==> src/pwsd_pkg.sv <==
// Shared types and constants for the PID controller with settling detection.
// Command and status structs join the sequencer to the datapath.
// No dependencies.
`timescale 1ns / 1ps
`default_nettype none

package pwsd_pkg;

    // Field widths of the ports and registers
    localparam int ERR_W      = 16;
    localparam int GAIN_W     = 24;
    localparam int DT_W       = 16;
    localparam int DRV_W      = 16;
    localparam int BAND_W     = 15;
    localparam int MARGIN_W   = 16;
    localparam int CNT_W      = 16;
    localparam int CFG_IDX_W  = 4;
    localparam int CFG_DATA_W = 24;
    localparam int M_TDATA_W  = 24;
    localparam int OUT_PAD_W  = M_TDATA_W - DRV_W - 1;

    // Shared multiplier: 25-bit signed by 17-bit signed
    localparam int MUL_A_W = GAIN_W + 1;
    localparam int MUL_B_W = ERR_W + 1;
    localparam int PROD_W  = MUL_A_W + MUL_B_W;
    localparam int CHUNK_W = 16;

    // Serial divider for the derivative quotient
    localparam int DIV_W = 16;
    localparam int QUO_W = DIV_W + 1;

    // Register indexes
    localparam logic [CFG_IDX_W-1:0] CFG_PROP_GAIN     = 4'd0;
    localparam logic [CFG_IDX_W-1:0] CFG_INTEG_GAIN    = 4'd1;
    localparam logic [CFG_IDX_W-1:0] CFG_DERIV_GAIN    = 4'd2;
    localparam logic [CFG_IDX_W-1:0] CFG_SAMPLE_PERIOD = 4'd3;
    localparam logic [CFG_IDX_W-1:0] CFG_DRIVE_LOW     = 4'd4;
    localparam logic [CFG_IDX_W-1:0] CFG_DRIVE_HIGH    = 4'd5;
    localparam logic [CFG_IDX_W-1:0] CFG_ERROR_BAND    = 4'd6;
    localparam logic [CFG_IDX_W-1:0] CFG_SETTLE_MARGIN = 4'd7;

    // Register reset values
    localparam logic signed [GAIN_W-1:0] PROP_GAIN_RST     = 24'sd4096;
    localparam logic signed [GAIN_W-1:0] INTEG_GAIN_RST    = 24'sd0;
    localparam logic signed [GAIN_W-1:0] DERIV_GAIN_RST    = 24'sd0;
    localparam logic [DT_W-1:0]          SAMPLE_PERIOD_RST = 16'd500;
    localparam logic signed [DRV_W-1:0]  DRIVE_LOW_RST     = 16'sh8000;
    localparam logic signed [DRV_W-1:0]  DRIVE_HIGH_RST    = 16'sh7FFF;
    localparam logic [BAND_W-1:0]        ERROR_BAND_RST    = 15'd0;
    localparam logic [MARGIN_W-1:0]      SETTLE_MARGIN_RST = 16'd10;

    // Input operation codes
    localparam logic OP_SAMPLE = 1'b0;
    localparam logic OP_CLEAR  = 1'b1;

    typedef enum logic [3:0] {
        ST_IDLE,
        ST_LOAD,
        ST_INTEG,
        ST_IMUL,
        ST_IACC,
        ST_PMUL,
        ST_PACC,
        ST_DWAIT,
        ST_DMUL,
        ST_DACC,
        ST_CLAMP,
        ST_CLR,
        ST_OUT
    } state_t;

    typedef enum logic [2:0] {
        MUL_NONE,
        MUL_DT_E,
        MUL_KI_CH,
        MUL_KP_E,
        MUL_KD_Q
    } mul_sel_t;

    typedef enum logic [1:0] {
        ACC_HOLD,
        ACC_CLEAR,
        ACC_SHIFT_ADD,
        ACC_ADD
    } acc_op_t;

    typedef struct packed {
        logic     capture;    // latch the input beat
        logic     load;       // start divider, update settle count and last error
        logic     integ_upd;  // saturating integral update
        mul_sel_t mul_sel;
        acc_op_t  acc_op;
        logic     clamp;      // scale, clamp and hold the drive
        logic     clear;      // clear the loop state
        logic     load_out;   // move the result into the output register
    } cmd_t;

    typedef struct packed {
        logic div_done;
        logic out_free;
    } sts_t;

endpackage

`default_nettype wire

==> src/pid_with_settling_detect.sv <==
// Top level of the PID controller with output clamp and settling detection.
// Instantiates pwsd_ctrl and pwsd_dp; depends on pwsd_pkg.
//
//  Channel   Direction  Handshake           Payload
//  s_        in         s_tvalid/s_tready   s_tdata: error_in; s_tuser: operation
//  m_        out        m_tvalid/m_tready   m_tdata: drive, steady
//  cfg_      in         cfg_valid/cfg_ready cfg_index: register, cfg_data: value
//
// A control sample runs the 16-step serial divider for the derivative
// alongside the integral and proportional terms; the integral product is
// formed one 16-bit chunk at a time on the shared multiplier. One beat is
// worked on at a time; a finished result waits in the output register
// while the next beat is taken.
// Reset (aresetn low, synchronous) restores register defaults and zeroes the
// loop state. cfg_ready is always high.
`timescale 1ns / 1ps
`default_nettype none

module pid_with_settling_detect #(
    parameter int GAIN_FRAC_BITS = 12,
    parameter int INTEG_WIDTH    = 48
) (
    input  wire logic                                aclk,
    input  wire logic                                aresetn,
    input  wire logic                                s_tvalid,
    output logic                                     s_tready,
    input  wire logic [pwsd_pkg::ERR_W-1:0]          s_tdata,   // [15:0] error_in
    input  wire logic                                s_tuser,   // [0] operation
    output logic                                     m_tvalid,
    input  wire logic                                m_tready,
    output logic [pwsd_pkg::M_TDATA_W-1:0]           m_tdata,   // [15:0] drive, [16] steady
    input  wire logic                                cfg_valid,
    output logic                                     cfg_ready,
    input  wire logic [pwsd_pkg::CFG_IDX_W-1:0]      cfg_index,
    input  wire logic [pwsd_pkg::CFG_DATA_W-1:0]     cfg_data
);

    localparam int NCH    = (INTEG_WIDTH + pwsd_pkg::CHUNK_W - 1) / pwsd_pkg::CHUNK_W;
    localparam int CIDX_W = (NCH > 1) ? $clog2(NCH) : 1;

    pwsd_pkg::cmd_t            cmd;
    pwsd_pkg::sts_t            sts;
    logic [CIDX_W-1:0]         chunk_idx;
    logic [pwsd_pkg::DRV_W-1:0] drive;
    logic                      steady;

    pwsd_ctrl #(
        .NCH (NCH)
    ) u_ctrl (
        .aclk      (aclk),
        .aresetn   (aresetn),
        .in_valid  (s_tvalid),
        .in_op     (s_tuser),
        .in_ready  (s_tready),
        .sts       (sts),
        .cmd       (cmd),
        .chunk_idx (chunk_idx)
    );

    pwsd_dp #(
        .GAIN_FRAC_BITS (GAIN_FRAC_BITS),
        .INTEG_WIDTH    (INTEG_WIDTH),
        .NCH            (NCH)
    ) u_dp (
        .aclk       (aclk),
        .aresetn    (aresetn),
        .cmd        (cmd),
        .chunk_idx  (chunk_idx),
        .sts        (sts),
        .in_error   (s_tdata),
        .cfg_we     (cfg_valid),
        .cfg_index  (cfg_index),
        .cfg_data   (cfg_data),
        .out_valid  (m_tvalid),
        .out_ready  (m_tready),
        .out_drive  (drive),
        .out_steady (steady)
    );

    // Result beat packing
    assign m_tdata   = {{pwsd_pkg::OUT_PAD_W{1'b0}}, steady, drive};
    assign cfg_ready = 1'b1;

endmodule

`default_nettype wire

==> src/pwsd_div.sv <==
// Restoring divider, one quotient bit per cycle, for the derivative term.
// Signed result from an unsigned magnitude and a sign; zero divisor gives 0.
// Depends on pwsd_pkg.
`timescale 1ns / 1ps
`default_nettype none

module pwsd_div (
    input  wire logic                              aclk,
    input  wire logic                              aresetn,
    input  wire logic                              start,
    input  wire logic [pwsd_pkg::DIV_W-1:0]        dividend,
    input  wire logic [pwsd_pkg::DIV_W-1:0]        divisor,
    input  wire logic                              negate,
    output logic                                   done,
    output logic signed [pwsd_pkg::QUO_W-1:0]      quotient
);

    localparam int DW   = pwsd_pkg::DIV_W;
    localparam int STPW = $clog2(DW + 1);

    logic            busy_reg, busy_next;
    logic            done_reg, done_next;
    logic [STPW-1:0] step_reg, step_next;
    logic [DW-1:0]   rem_reg, rem_next;
    logic [DW-1:0]   quo_reg, quo_next;
    logic [DW-1:0]   dvs_reg, dvs_next;
    logic            neg_reg, neg_next;
    logic [DW:0]     shifted;
    logic [DW:0]     trial;

    // One restoring step
    always_comb begin
        shifted   = {rem_reg, quo_reg[DW-1]};
        trial     = shifted - {1'b0, dvs_reg};
        busy_next = busy_reg;
        done_next = done_reg;
        step_next = step_reg;
        rem_next  = rem_reg;
        quo_next  = quo_reg;
        dvs_next  = dvs_reg;
        neg_next  = neg_reg;
        if (start) begin
            busy_next = 1'b1;
            done_next = 1'b0;
            step_next = STPW'(DW);
            rem_next  = '0;
            quo_next  = dividend;
            dvs_next  = divisor;
            neg_next  = negate;
        end else if (busy_reg) begin
            if (!trial[DW]) begin
                rem_next = trial[DW-1:0];
                quo_next = {quo_reg[DW-2:0], 1'b1};
            end else begin
                rem_next = shifted[DW-1:0];
                quo_next = {quo_reg[DW-2:0], 1'b0};
            end
            step_next = step_reg - 1'b1;
            if (step_reg == STPW'(1)) begin
                busy_next = 1'b0;
                done_next = 1'b1;
            end
        end
    end

    // Control state
    always_ff @(posedge aclk) begin
        if (!aresetn) begin
            busy_reg <= 1'b0;
            done_reg <= 1'b0;
            step_reg <= '0;
        end else begin
            busy_reg <= busy_next;
            done_reg <= done_next;
            step_reg <= step_next;
        end
    end

    // Working registers
    always_ff @(posedge aclk) begin
        rem_reg <= rem_next;
        quo_reg <= quo_next;
        dvs_reg <= dvs_next;
        neg_reg <= neg_next;
    end

    // Signed, truncated toward zero
    always_comb begin
        if (dvs_reg == '0) begin
            quotient = '0;
        end else if (neg_reg) begin
            quotient = -$signed({1'b0, quo_reg});
        end else begin
            quotient = $signed({1'b0, quo_reg});
        end
    end

    assign done = done_reg;

endmodule

`default_nettype wire

==> src/pwsd_ctrl.sv <==
// Sequencer for the PID datapath: walks one sample through the shared
// multiplier and accumulator. Depends on pwsd_pkg.
`timescale 1ns / 1ps
`default_nettype none

module pwsd_ctrl #(
    parameter int NCH = 3
) (
    input  wire logic                                aclk,
    input  wire logic                                aresetn,
    input  wire logic                                in_valid,
    input  wire logic                                in_op,
    output logic                                     in_ready,
    input  wire pwsd_pkg::sts_t                      sts,
    output pwsd_pkg::cmd_t                           cmd,
    output logic [((NCH > 1) ? $clog2(NCH) : 1)-1:0] chunk_idx
);

    localparam int CIDX_W = (NCH > 1) ? $clog2(NCH) : 1;

    pwsd_pkg::state_t  state_reg, state_next;
    logic [CIDX_W-1:0] chunk_reg, chunk_next;

    // State register
    always_ff @(posedge aclk) begin
        if (!aresetn) begin
            state_reg <= pwsd_pkg::ST_IDLE;
            chunk_reg <= '0;
        end else begin
            state_reg <= state_next;
            chunk_reg <= chunk_next;
        end
    end

    // Next state and commands
    always_comb begin
        state_next  = state_reg;
        chunk_next  = chunk_reg;
        in_ready    = 1'b0;
        cmd         = '0;
        cmd.mul_sel = pwsd_pkg::MUL_NONE;
        cmd.acc_op  = pwsd_pkg::ACC_HOLD;
        unique case (state_reg)
            pwsd_pkg::ST_IDLE: begin
                in_ready = 1'b1;
                if (in_valid) begin
                    cmd.capture = 1'b1;
                    state_next  = (in_op == pwsd_pkg::OP_CLEAR) ? pwsd_pkg::ST_CLR
                                                                : pwsd_pkg::ST_LOAD;
                end
            end
            pwsd_pkg::ST_LOAD: begin
                cmd.load    = 1'b1;
                cmd.mul_sel = pwsd_pkg::MUL_DT_E;
                state_next  = pwsd_pkg::ST_INTEG;
            end
            pwsd_pkg::ST_INTEG: begin
                cmd.integ_upd = 1'b1;
                cmd.acc_op    = pwsd_pkg::ACC_CLEAR;
                chunk_next    = CIDX_W'(NCH - 1);
                state_next    = pwsd_pkg::ST_IMUL;
            end
            pwsd_pkg::ST_IMUL: begin
                cmd.mul_sel = pwsd_pkg::MUL_KI_CH;
                state_next  = pwsd_pkg::ST_IACC;
            end
            pwsd_pkg::ST_IACC: begin
                cmd.acc_op = pwsd_pkg::ACC_SHIFT_ADD;
                if (chunk_reg == '0) begin
                    state_next = pwsd_pkg::ST_PMUL;
                end else begin
                    chunk_next = chunk_reg - 1'b1;
                    state_next = pwsd_pkg::ST_IMUL;
                end
            end
            pwsd_pkg::ST_PMUL: begin
                cmd.mul_sel = pwsd_pkg::MUL_KP_E;
                state_next  = pwsd_pkg::ST_PACC;
            end
            pwsd_pkg::ST_PACC: begin
                cmd.acc_op = pwsd_pkg::ACC_ADD;
                state_next = pwsd_pkg::ST_DWAIT;
            end
            pwsd_pkg::ST_DWAIT: begin
                if (sts.div_done) begin
                    state_next = pwsd_pkg::ST_DMUL;
                end
            end
            pwsd_pkg::ST_DMUL: begin
                cmd.mul_sel = pwsd_pkg::MUL_KD_Q;
                state_next  = pwsd_pkg::ST_DACC;
            end
            pwsd_pkg::ST_DACC: begin
                cmd.acc_op = pwsd_pkg::ACC_ADD;
                state_next = pwsd_pkg::ST_CLAMP;
            end
            pwsd_pkg::ST_CLAMP: begin
                cmd.clamp  = 1'b1;
                state_next = pwsd_pkg::ST_OUT;
            end
            pwsd_pkg::ST_CLR: begin
                cmd.clear  = 1'b1;
                state_next = pwsd_pkg::ST_OUT;
            end
            pwsd_pkg::ST_OUT: begin
                if (sts.out_free) begin
                    cmd.load_out = 1'b1;
                    state_next   = pwsd_pkg::ST_IDLE;
                end
            end
            default: begin
                state_next = pwsd_pkg::ST_IDLE;
            end
        endcase
    end

    assign chunk_idx = chunk_reg;

`ifndef SYNTH
    // Derivative product must not start before the quotient is ready
    a_deriv_after_div: assert property (@(posedge aclk) disable iff (!aresetn)
        (state_reg == pwsd_pkg::ST_DMUL) |-> sts.div_done)
        else $error("derivative multiply issued before divider finished");

    // Output register is only loaded when it is free
    a_out_free: assert property (@(posedge aclk) disable iff (!aresetn)
        cmd.load_out |-> sts.out_free)
        else $error("result loaded over an untaken result");

    // An accepted beat always starts a sample or a clear
    a_accept_start: assert property (@(posedge aclk) disable iff (!aresetn)
        (in_valid && in_ready) |=>
            (state_reg == pwsd_pkg::ST_LOAD || state_reg == pwsd_pkg::ST_CLR))
        else $error("accepted beat did not start processing");

    // Integral chunks are walked from the top down, one per pass
    a_chunk_walk: assert property (@(posedge aclk) disable iff (!aresetn)
        (state_reg == pwsd_pkg::ST_IACC && chunk_reg != '0) |=>
            (state_reg == pwsd_pkg::ST_IMUL && chunk_reg == $past(chunk_reg) - 1'b1))
        else $error("integral chunk sequence broken");
`endif

endmodule

`default_nettype wire

==> src/pwsd_dp.sv <==
// PID datapath: configuration registers, loop state, shared multiplier,
// wide accumulator, clamp and output register. Depends on pwsd_pkg, pwsd_div.
`timescale 1ns / 1ps
`default_nettype none

module pwsd_dp #(
    parameter int GAIN_FRAC_BITS = 12,
    parameter int INTEG_WIDTH    = 48,
    parameter int NCH            = 3
) (
    input  wire logic                                aclk,
    input  wire logic                                aresetn,
    input  wire pwsd_pkg::cmd_t                      cmd,
    input  wire logic [((NCH > 1) ? $clog2(NCH) : 1)-1:0] chunk_idx,
    output pwsd_pkg::sts_t                           sts,
    input  wire logic [pwsd_pkg::ERR_W-1:0]          in_error,
    input  wire logic                                cfg_we,
    input  wire logic [pwsd_pkg::CFG_IDX_W-1:0]      cfg_index,
    input  wire logic [pwsd_pkg::CFG_DATA_W-1:0]     cfg_data,
    output logic                                     out_valid,
    input  wire logic                                out_ready,
    output logic [pwsd_pkg::DRV_W-1:0]               out_drive,
    output logic                                     out_steady
);

    localparam int IW    = INTEG_WIDTH;
    localparam int CW    = pwsd_pkg::CHUNK_W;
    localparam int IXW   = NCH * CW;
    localparam int ACC_W = pwsd_pkg::GAIN_W + IXW + 1;
    localparam int EW    = pwsd_pkg::ERR_W;
    localparam int DRW   = pwsd_pkg::DRV_W;
    localparam int AW    = pwsd_pkg::MUL_A_W;
    localparam int BW    = pwsd_pkg::MUL_B_W;

    // Configuration registers
    logic signed [pwsd_pkg::GAIN_W-1:0] kp_reg, ki_reg, kd_reg;
    logic [pwsd_pkg::DT_W-1:0]          period_reg;
    logic signed [DRW-1:0]              low_reg, high_reg;
    logic [pwsd_pkg::BAND_W-1:0]        band_reg;
    logic [pwsd_pkg::MARGIN_W-1:0]      margin_reg;

    // Loop state
    logic signed [IW-1:0]          integ_reg, integ_next;
    logic signed [EW-1:0]          last_err_reg;
    logic [pwsd_pkg::CNT_W-1:0]    cnt_reg, cnt_next;
    logic                          flag_reg, flag_next;
    logic signed [DRW-1:0]         held_reg, held_next;

    // Working registers
    logic signed [EW-1:0]              err_reg;
    logic signed [pwsd_pkg::PROD_W-1:0] prod_reg;
    logic signed [ACC_W-1:0]           acc_reg, acc_next;
    logic                              ovalid_reg;
    logic [DRW-1:0]                    odrive_reg;
    logic                              osteady_reg;

    // Combinational helpers
    logic signed [AW-1:0]         mul_a;
    logic signed [BW-1:0]         mul_b;
    logic signed [IXW-1:0]        integ_x;
    logic [CW-1:0]                chunk;
    logic signed [IW:0]           isum;
    logic signed [IW-1:0]         imax, imin;
    logic signed [EW:0]           diff;
    logic [EW:0]                  diff_mag;
    logic signed [EW:0]           e_x, band_x;
    logic                         in_band;
    logic [pwsd_pkg::CNT_W-1:0]   cnt_inc;
    logic signed [ACC_W-1:0]      scaled, hi_x, lo_x;
    logic                         div_done;
    logic signed [pwsd_pkg::QUO_W-1:0] quo;

    // Configuration writes, indexes past the list are dropped
    always_ff @(posedge aclk) begin
        if (!aresetn) begin
            kp_reg     <= pwsd_pkg::PROP_GAIN_RST;
            ki_reg     <= pwsd_pkg::INTEG_GAIN_RST;
            kd_reg     <= pwsd_pkg::DERIV_GAIN_RST;
            period_reg <= pwsd_pkg::SAMPLE_PERIOD_RST;
            low_reg    <= pwsd_pkg::DRIVE_LOW_RST;
            high_reg   <= pwsd_pkg::DRIVE_HIGH_RST;
            band_reg   <= pwsd_pkg::ERROR_BAND_RST;
            margin_reg <= pwsd_pkg::SETTLE_MARGIN_RST;
        end else if (cfg_we) begin
            unique case (cfg_index)
                pwsd_pkg::CFG_PROP_GAIN:     kp_reg     <= $signed(cfg_data);
                pwsd_pkg::CFG_INTEG_GAIN:    ki_reg     <= $signed(cfg_data);
                pwsd_pkg::CFG_DERIV_GAIN:    kd_reg     <= $signed(cfg_data);
                pwsd_pkg::CFG_SAMPLE_PERIOD: period_reg <= cfg_data[pwsd_pkg::DT_W-1:0];
                pwsd_pkg::CFG_DRIVE_LOW:     low_reg    <= $signed(cfg_data[DRW-1:0]);
                pwsd_pkg::CFG_DRIVE_HIGH:    high_reg   <= $signed(cfg_data[DRW-1:0]);
                pwsd_pkg::CFG_ERROR_BAND:    band_reg   <= cfg_data[pwsd_pkg::BAND_W-1:0];
                pwsd_pkg::CFG_SETTLE_MARGIN: margin_reg <= cfg_data[pwsd_pkg::MARGIN_W-1:0];
                default: ;
            endcase
        end
    end

    // Error difference for the derivative
    always_comb begin
        diff     = (EW+1)'(err_reg) - (EW+1)'(last_err_reg);
        diff_mag = diff[EW] ? (EW+1)'(-diff) : (EW+1)'(diff);
    end

    pwsd_div u_div (
        .aclk     (aclk),
        .aresetn  (aresetn),
        .start    (cmd.load),
        .dividend (diff_mag[pwsd_pkg::DIV_W-1:0]),
        .divisor  (period_reg),
        .negate   (diff[EW]),
        .done     (div_done),
        .quotient (quo)
    );

    // Shared multiplier operand select
    always_comb begin
        integ_x = IXW'(integ_reg);
        chunk   = integ_x[chunk_idx*CW +: CW];
        mul_a   = '0;
        mul_b   = '0;
        unique case (cmd.mul_sel)
            pwsd_pkg::MUL_NONE: begin
                mul_a = '0;
                mul_b = '0;
            end
            pwsd_pkg::MUL_DT_E: begin
                mul_a = $signed(AW'(period_reg));
                mul_b = BW'(err_reg);
            end
            pwsd_pkg::MUL_KI_CH: begin
                mul_a = AW'(ki_reg);
                // top chunk carries the sign, lower chunks are unsigned
                if (chunk_idx == ($bits(chunk_idx))'(NCH - 1)) begin
                    mul_b = BW'($signed(chunk));
                end else begin
                    mul_b = $signed(BW'(chunk));
                end
            end
            pwsd_pkg::MUL_KP_E: begin
                mul_a = AW'(kp_reg);
                mul_b = BW'(err_reg);
            end
            pwsd_pkg::MUL_KD_Q: begin
                mul_a = AW'(kd_reg);
                mul_b = quo;
            end
            default: begin
                mul_a = '0;
                mul_b = '0;
            end
        endcase
    end

    // Accumulator
    always_comb begin
        unique case (cmd.acc_op)
            pwsd_pkg::ACC_HOLD:      acc_next = acc_reg;
            pwsd_pkg::ACC_CLEAR:     acc_next = '0;
            pwsd_pkg::ACC_SHIFT_ADD: acc_next = (acc_reg <<< CW) + ACC_W'(prod_reg);
            pwsd_pkg::ACC_ADD:       acc_next = acc_reg + ACC_W'(prod_reg);
            default:                 acc_next = acc_reg;
        endcase
    end

    // Saturating integral, settle counter, clamp
    always_comb begin
        imax       = $signed({1'b0, {(IW-1){1'b1}}});
        imin       = $signed({1'b1, {(IW-1){1'b0}}});
        isum       = (IW+1)'(integ_reg) + (IW+1)'(prod_reg);
        integ_next = integ_reg;
        if (cmd.clear) begin
            integ_next = '0;
        end else if (cmd.integ_upd) begin
            if (isum[IW] != isum[IW-1]) begin
                integ_next = isum[IW] ? imin : imax;
            end else begin
                integ_next = isum[IW-1:0];
            end
        end

        e_x     = (EW+1)'(err_reg);
        band_x  = $signed({2'b00, band_reg});
        in_band = (e_x > -band_x) && (e_x < band_x);
        cnt_inc = (cnt_reg == '1) ? cnt_reg : cnt_reg + 1'b1;
        cnt_next  = cnt_reg;
        flag_next = flag_reg;
        if (cmd.clear) begin
            cnt_next  = '0;
            flag_next = 1'b0;
        end else if (cmd.load) begin
            if (in_band) begin
                cnt_next = cnt_inc;
                if (cnt_inc > margin_reg) begin
                    flag_next = 1'b1;
                end
            end else begin
                cnt_next = '0;
            end
        end

        scaled    = acc_reg >>> GAIN_FRAC_BITS;
        hi_x      = ACC_W'(high_reg);
        lo_x      = ACC_W'(low_reg);
        held_next = held_reg;
        if (cmd.clamp) begin
            priority if (scaled > hi_x) begin
                held_next = high_reg;
            end else if (scaled < lo_x) begin
                held_next = low_reg;
            end else begin
                held_next = scaled[DRW-1:0];
            end
        end
    end

    // Loop state and output valid
    always_ff @(posedge aclk) begin
        if (!aresetn) begin
            integ_reg    <= '0;
            last_err_reg <= '0;
            cnt_reg      <= '0;
            flag_reg     <= 1'b0;
            held_reg     <= '0;
            ovalid_reg   <= 1'b0;
        end else begin
            integ_reg <= integ_next;
            cnt_reg   <= cnt_next;
            flag_reg  <= flag_next;
            held_reg  <= held_next;
            if (cmd.load) begin
                last_err_reg <= err_reg;
            end
            if (cmd.load_out) begin
                ovalid_reg <= 1'b1;
            end else if (out_ready) begin
                ovalid_reg <= 1'b0;
            end
        end
    end

    // Payload registers
    always_ff @(posedge aclk) begin
        if (cmd.capture) begin
            err_reg <= $signed(in_error);
        end
        prod_reg <= mul_a * mul_b;
        acc_reg  <= acc_next;
        if (cmd.load_out) begin
            odrive_reg  <= held_reg;
            osteady_reg <= flag_reg;
        end
    end

    assign sts.div_done = div_done;
    assign sts.out_free = !ovalid_reg || out_ready;
    assign out_valid    = ovalid_reg;
    assign out_drive    = odrive_reg;
    assign out_steady   = osteady_reg;

endmodule

`default_nettype wire
==> config.mk <==
export PLATFORM = sky130hd
export DESIGN_NAME = pid_with_settling_detect
export DESIGN_NICKNAME = d
export VERILOG_FILES = /design/src/pwsd_pkg.sv /design/src/pid_with_settling_detect.sv /design/src/pwsd_div.sv /design/src/pwsd_ctrl.sv /design/src/pwsd_dp.sv
export SDC_FILE = /design/constraint.sdc
export NUM_CORES = 2
export LEC_CHECK = 0
export ABC_AREA = 1
export BUFFER_PORTS_ARGS = -buffer_cell sky130_fd_sc_hd__buf_2
export CORE_UTILIZATION = 59
export DETAILED_ROUTE_END_ITERATION = 6
export PLACE_DENSITY = 0.81
export SYNTH_ARGS = -nofsm -noshare
export SYNTH_HDL_FRONTEND = slang
export SYNTH_SLANG_ARGS = --single-unit
export TNS_END_PERCENT = 1
==> constraint.sdc <==
create_clock -name aclk -period 9.13 [get_ports aclk]
set_input_delay 1.3695 -clock aclk [delete_from_list [all_inputs] [get_ports aclk]]
set_output_delay 1.3695 -clock aclk [all_outputs]
set_load 0.02 [all_outputs]
== Yosys cells after proc, flatten, opt, wreduce, memory -nomap -nowiden ==
Cells that the tools add are included.

* Multiplexer cells: 43
* Eq/ne operators: 34
* Bitwise operators: 1
* Order comparisons: 5
* $add $sub $neg: 11
* Shift operators: 1
* Reductions and logical operators: 28
* Multiply operators: 1
* Div/mod/pow operators: 0

{| class="wikitable"
|+ Operator list
! cell !! count
|-
| case mux 73 bit (3 select lines) || 1
|-
| adder 73 x 42 -> 73 bit || 2
|-
| two-way mux 16 bit || 8
|-
| case mux 25 bit (4 select lines) || 1
|-
| two-way mux 48 bit || 2
|-
| greater-than comparator 61 x 16 -> 1 bit || 1
|-
| < comparator 61 x 16 -> 1 bit || 1
|-
| two-way mux 17 bit || 3
|-
| case mux 17 bit (3 select lines) || 1
|-
| adder 48 x 42 -> 49 bit || 1
|-
| case mux 4 bit (12 select lines) || 1
|-
| indexed part select 48 x 7 -> 16 bit || 1
|-
| multiplier 25 x 17 -> 42 bit || 1
|-
| equality test 4 x 3 -> 1 bit (second input constant) || 8
|-
| equality test 4 bit (second input constant) || 5
|-
| AND reduction 2 bit || 10
|-
| greater-than comparator 16 x 17 -> 1 bit || 1
|-
| negation 15 -> 17 bit || 1
|-
| negation 16 -> 17 bit || 1
|-
| subtractor 16 x 16 -> 17 bit || 1
|-
| subtractor 17 x 16 -> 17 bit || 1
|-
| adder 16 x 1 -> 16 bit (second input constant) || 1
|-
| equality test 16 bit (second input constant) || 1
|-
| equality test 4 x 2 -> 1 bit (second input constant) || 4
|-
| 33 further kinds || 66
|}

* Memory bits (writable): 0
* Flip-flop bits (word level): 459
* Memories kept: 0
* Input bits: 50
* Output and inout bits: 27
* Latch bits: 0
* Logic and storage cells: 153
* Bits in read-only memories: 0

== Depth between registers and ports, before layout ==
* Depth after elaboration: 6
* Mapped depth: 38

== By module ==
Synthesis repeated with hierarchy kept, for this count alone.

* Cells, all modules: 7,437
* Area, all modules: 52,103.7 um^2

{| class="wikitable"
|+ Modules (own cells, without submodules)
! module !! area each (um^2) !! cells each !! times used !! sequential area each (um^2)
|-
| pwsd_dp || 47,742.0 || 6,780 || 1 || 9,008.6
|-
| pwsd_div || 3,783.6 || 562 || 1 || 1,451.4
|-
| pwsd_ctrl || 503.0 || 84 || 1 || 120.1
|-
| pid_with_settling_detect || 75.1 || 11 || 1 || 0.0
|}

== Worst setup path before layout ==
OpenSTA, ideal clock, no wires.

* Path kind: reg-to-reg
* From: reg u_dp.u_div.quo_reg[0]
* To: reg u_dp.prod_reg[37] in the netlist's numbering
* Stages on the path, launching flop included: 38
* Path slack: 2,411 ps
* Library setup time: 72 ps
* Data required time: 9,058 ps
* Path buffers: 1
* Arrival time: 6,647 ps
* Cells stage by stage: edfxtp_1 -> inv_1 -> ha_1 -> inv_1 -> nor3_1 -> nand2_1 -> inv_1 -> nand3_1 -> inv_1 -> nand2_1 -> nor2_1 -> a21oi_1 -> xor2_1 -> nand2_1 -> nand2_1 -> inv_2 -> buf_2 -> nor2_1 -> (+2 left out) -> fa_1 -> fa_1 -> fa_1 -> inv_1 -> fa_1 -> inv_1 -> ha_1 -> nand2_1 -> nor2_1 -> inv_1 -> nor3_1 -> nand2_1 -> nand3_1 -> a21oi_1 -> o21ai_0 -> nand2_1 -> nand2_1 -> xor2_1

* Longest elaborated chain between the ends: 5

{| class="wikitable"
|+ Ends and longest elaborated chain
! element !! line !! text
|-
| start: declaration || pwsd_div.sv:25 || <nowiki>logic [DW-1:0] quo_reg, quo_next;</nowiki>
|-
| start signal: assignment || pwsd_div.sv:82 || <nowiki>quo_reg <= quo_next;</nowiki>
|-
| negation 16 -> 17 bit || pwsd_div.sv:92 || <nowiki>quotient = -$signed({1'b0, quo_reg});</nowiki>
|-
| two-way mux 17 bit (*) || pwsd_div.sv:91 || <nowiki>end else if (neg_reg) begin</nowiki>
|-
| two-way mux 17 bit (*) || pwsd_div.sv:89 || <nowiki>if (dvs_reg == '0) begin</nowiki>
|-
| case mux 17 bit (3 select lines) (*) || pwsd_dp.sv:122 || <nowiki>unique case (cmd.mul_sel)</nowiki>
|-
| multiplier 25 x 17 -> 42 bit (*) || pwsd_dp.sv:247 || <nowiki>prod_reg <= mul_a * mul_b;</nowiki>
|-
| end signal: assignment || pwsd_dp.sv:247 ||
|-
| end: declaration || pwsd_dp.sv:51 || <nowiki>logic signed [pwsd_pkg::PROD_W-1:0] prod_reg;</nowiki>
|}

Every way passes the cells marked *; elsewhere a longest branch is shown, timed or not.
A chain may end at the register's enable or synchronous reset.

== Worst setup path after layout ==
* From: reg u_ctrl.state_reg[3]
* To: reg u_dp.prod_reg[37] in the netlist's numbering

* Longest elaborated chain between the ends: 6
* Elaborated cells on any way between the ends: 13
* Classes of those cells: mul (1); eq/ne (8); mux (3); reduce/logical (1)

{| class="wikitable"
|+ Ends and longest elaborated chain
! element !! line !! text
|-
| start: declaration || pwsd_ctrl.sv:21 || <nowiki>pwsd_pkg::state_t state_reg, state_next;</nowiki>
|-
| start signal: assignment || pwsd_ctrl.sv:27 || <nowiki>state_reg <= pwsd_pkg::ST_IDLE;</nowiki>
|-
| start signal: assignment || pwsd_ctrl.sv:30 || <nowiki>state_reg <= state_next;</nowiki>
|-
| equality test 4 bit (tied with other cells) || pwsd_ctrl.sv:43 || <nowiki>unique case (state_reg)</nowiki>
|-
| case mux 3 bit (4 select lines) (*) || pwsd_ctrl.sv:43 ||
|-
| equality test 3 x 1 -> 1 bit or equality test 3 x 2 -> 1 bit (tied branches) || pwsd_dp.sv:122 ||
|-
| OR reduction 2 bit (no source line) || n/a ||
|-
| case mux 17 bit (3 select lines) || pwsd_dp.sv:122 ||
|-
| multiplier 25 x 17 -> 42 bit (*) || pwsd_dp.sv:247 ||
|}

Marked as above.

==> results.py <==
metrics = {
    "yosys": {
        "ys_ff_latch": 459,
        "yosys.area.top_type_share_pct": 16.1,
        "syn-mean-instance-area_sq_um": 7.16,
        "synthMostInstantiatedCell": "nand2_1",
        "post_synth_num_cell_types": 70,
        "yosysSeqAreaShare_pct": 20.6,
        "number_of_enable_flip_flop_cells_after_synthesis": 139,
        "synth.cells.most_frequent": "1326 x nand2_1, 1178 x inv_1, 921 x nor2_1, 609 x a21oi_1, 521 x o21ai_0",
        "netlist_top_cells_area": "fa_1 16%, dfxtp_1 12%, ha_1 11%",
        "synthFlopType": "dfxtp_1",
        "synthesis.yosys.warnings": 0,
        "synth_area_leader_cell": "fa_1",
        "async_reset_ff_share_pct": 0,
        "syn-cell-area_sq_mm": 0.0513,
        "netlist_instances": 7159,
    },
    "final_layout": {
        "drive_above_1_share_pct": 5.30,
        "flow.area_growth_from_synthesis_pct": 6.35,
        "number_of_flip_flops_under_the_largest_register_name": 73,
        "finish.net_count": 8099,
    },
    "die": {
        "core_region_area_sq_mm": 0.0855,
        "fp.dieArea_sq_mm": 0.0881,
        "dieHeight_um": 297,
        "ios": 77,
        "placementRows": 107,
        "die_width_um": 297,
        "initial_core_util_pct": 59.9,
    },
    "clock_tree": {
        "post-cts-setup-buffers": 0,
        "clockRootBuffer": "clkbuf_16",
        "tritoncts_buffers": 52,
        "cts.reportedPaths.clkPinSlew_ps": 60,
        "ctsHoldBuffers": 0,
        "cts_max_level": 2,
        "clock_latency_ps": 670,
        "cts.sink_count": 459,
        "tritoncts": "built",
        "cts_resized": 0,
        "number_of_buffers_on_the_longest_clock_path": 3,
    },
    "sta": {
        "tns_ps": 0,
        "finalCritPeriodShare_pct": 88.6,
        "worstMarginPinSlew_ps": 1470,
        "skew_ps": 69.8,
        "fmax_mhz": 124,
        "report.final.setup_viol": 0,
        "timing.max_slew.rel_slack_pct": 1.08,
        "finalWorstPathRequiredPeriod_ps": 8090,
        "maxSlewViolCount": 0,
        "timing.final.hold_violations": 0,
        "unrepaired_setup_endpoints_after_global_routing": "no",
    },
    "pwr": {
        "power_density_mw_per_mm2": 283,
        "power_uw": 15500,
        "p_leak_uw": 0.0259,
        "vdd_drop_max_mv": 0.194,
    },
    "global_routing": {
        "grt_overflow": 0,
        "total_global_route_track_usage_pct": 40.6,
        "grt_pass1_wl_um": 276000,
        "grt_pass1_vias": 47553,
        "grt_start_max_net_pins": 77,
        "antenna_violations_before_repair": 6,
    },
    "critical_path": {
        "cpMostUsedCell": "fa_1",
        "critical-path-max-stage-delay_ps": 690,
        "timing.critical_path.to_type": "flop",
        "critPathRequiredTime_ps": 9660,
        "path_max_fanout": 17,
        "critical_path_class": "flop to flop",
        "critPathSlowestCell": "nor3_2",
        "startpoint_type": "flop",
        "cp.arrival_ps": 8630,
    },
    "drt": {
        "drt_iter0_markers": 5749,
        "antenna_left": 0,
        "via_count": 49769,
        "wire_per_inst_um": 21.6,
        "drt-vias-per-instance": 5.95,
        "wl_um": 180000,
        "drtPass1Iterations": 7,
        "route.detailed.drc": 0,
    },
    "min_path": {
        "worst_min_delay_path_class": "flop to flop",
    },
    "outcome": {
        "failing_checks": "capacitance limit",
        "result_of_the_run": "finished, violations left",
    },
    "run": {
        "drv_cap": 1,
    },
    "placed_design": {
        "port-buffer-count": 68,
        "hpwlAfterDp_um": 147000,
        "globalplace.congestion": 1.09,
    },
}
==> worst max-delay path: cells and delay by family, from the launching register on <==
kind	cells	cell delay [ps]
adders and majority gates	7	3570
and+or+nand+nor	11	1950
buffers and inverters	6	1260
AOI/OAI and AO/OA	3	680
DFF	1	410
xor gates and xnor gates	1	130
==> area by class of cell <==
class                   instances  area [sq um]
inverters                    1203          4520
diodes                          2          5.00
well taps                    1144          1430
fillers                      7667         31000
flip-flops and latches        459         10600
clock buffers                  60          1430
multi-input cells            5325         35400
clock inverters                38           383
repair buffers                128           793
==> cells in the final DEF (no fill, tap or decap), types with 55 or more instances in the layout <==
master,synthesis,layout
nand4_1,79,79
clkbuf_16,0,55
buf_4,19,61
edfxtp_1,139,139
o21ai_0,521,521
nand2_1,1326,1325
dfxtp_1,320,319
xnor2_1,64,64
nor2_1,921,917
ha_1,468,468
a21oi_1,609,608
xor2_1,101,101
nor3_1,83,80
inv_1,1178,1178
buf_2,46,67
nand3_1,310,310
fa_1,412,412
==> final timing paths <==
path	start	endpoint	slack [ps]	cells past startpoint
worst max-delay path	u_ctrl.state_reg[3]	u_dp.prod_reg[37]	1040	28
worst min-delay path	u_dp.period_reg[1]	u_dp.u_div.dvs_reg[1]	430	0
worst max register to register	u_ctrl.state_reg[3]	u_dp.prod_reg[37]	1040	28
worst min register to register	u_dp.period_reg[1]	u_dp.u_div.dvs_reg[1]	430	0
==> where the power goes <==
| part | switching (uW) | internal (uW) |
|---|---|---|
| clock network | 996 | 1250 |
| registers | 857 | 2690 |
| logic | 6650 | 3010 |
==> layer usage <==
metal / share of wire (%) / track usage (%) / vias to the layer above
met3: 13 / 11.8 / 432
met2: 41 / 58.7 / 2819
met5: 0.021 / 0 / -
met4: 3.8 / 14.0 / 6
li1: - / - / 23162
met1: 42 / 57.4 / 23350
==> per-stage QoR <==
step           cell area (sq um)  cells  hold WS (ps)  setup slack, ps  utilization, %
5_1_grt                    54500   8357           443              585            63.7
2_1_floorplan              51300   7165           408             2410               -
4_1_cts                    54500   8357           428             1160            63.7
3_3_place_gp               52700   8259           412             1300            61.6
3_5_place_dp               52700   8259           415             1210            61.6
6_report                   54500   8359           430             1040            63.7
==> cell families (layout without fill, tap and decap cells) <==
kind of cell	Yosys count	after routing	share of synthesized area, %
xor+xnor	165	165	2.82
other cells	2	10	0.0147
fa+ha+maj	880	880	27.5
simple gates	2832	2832	22.9
compound gates	1440	1440	15.6
buf+inv	1381	1429	10.5
flops	459	459	20.6
Power figures use the tool's default switching activity.
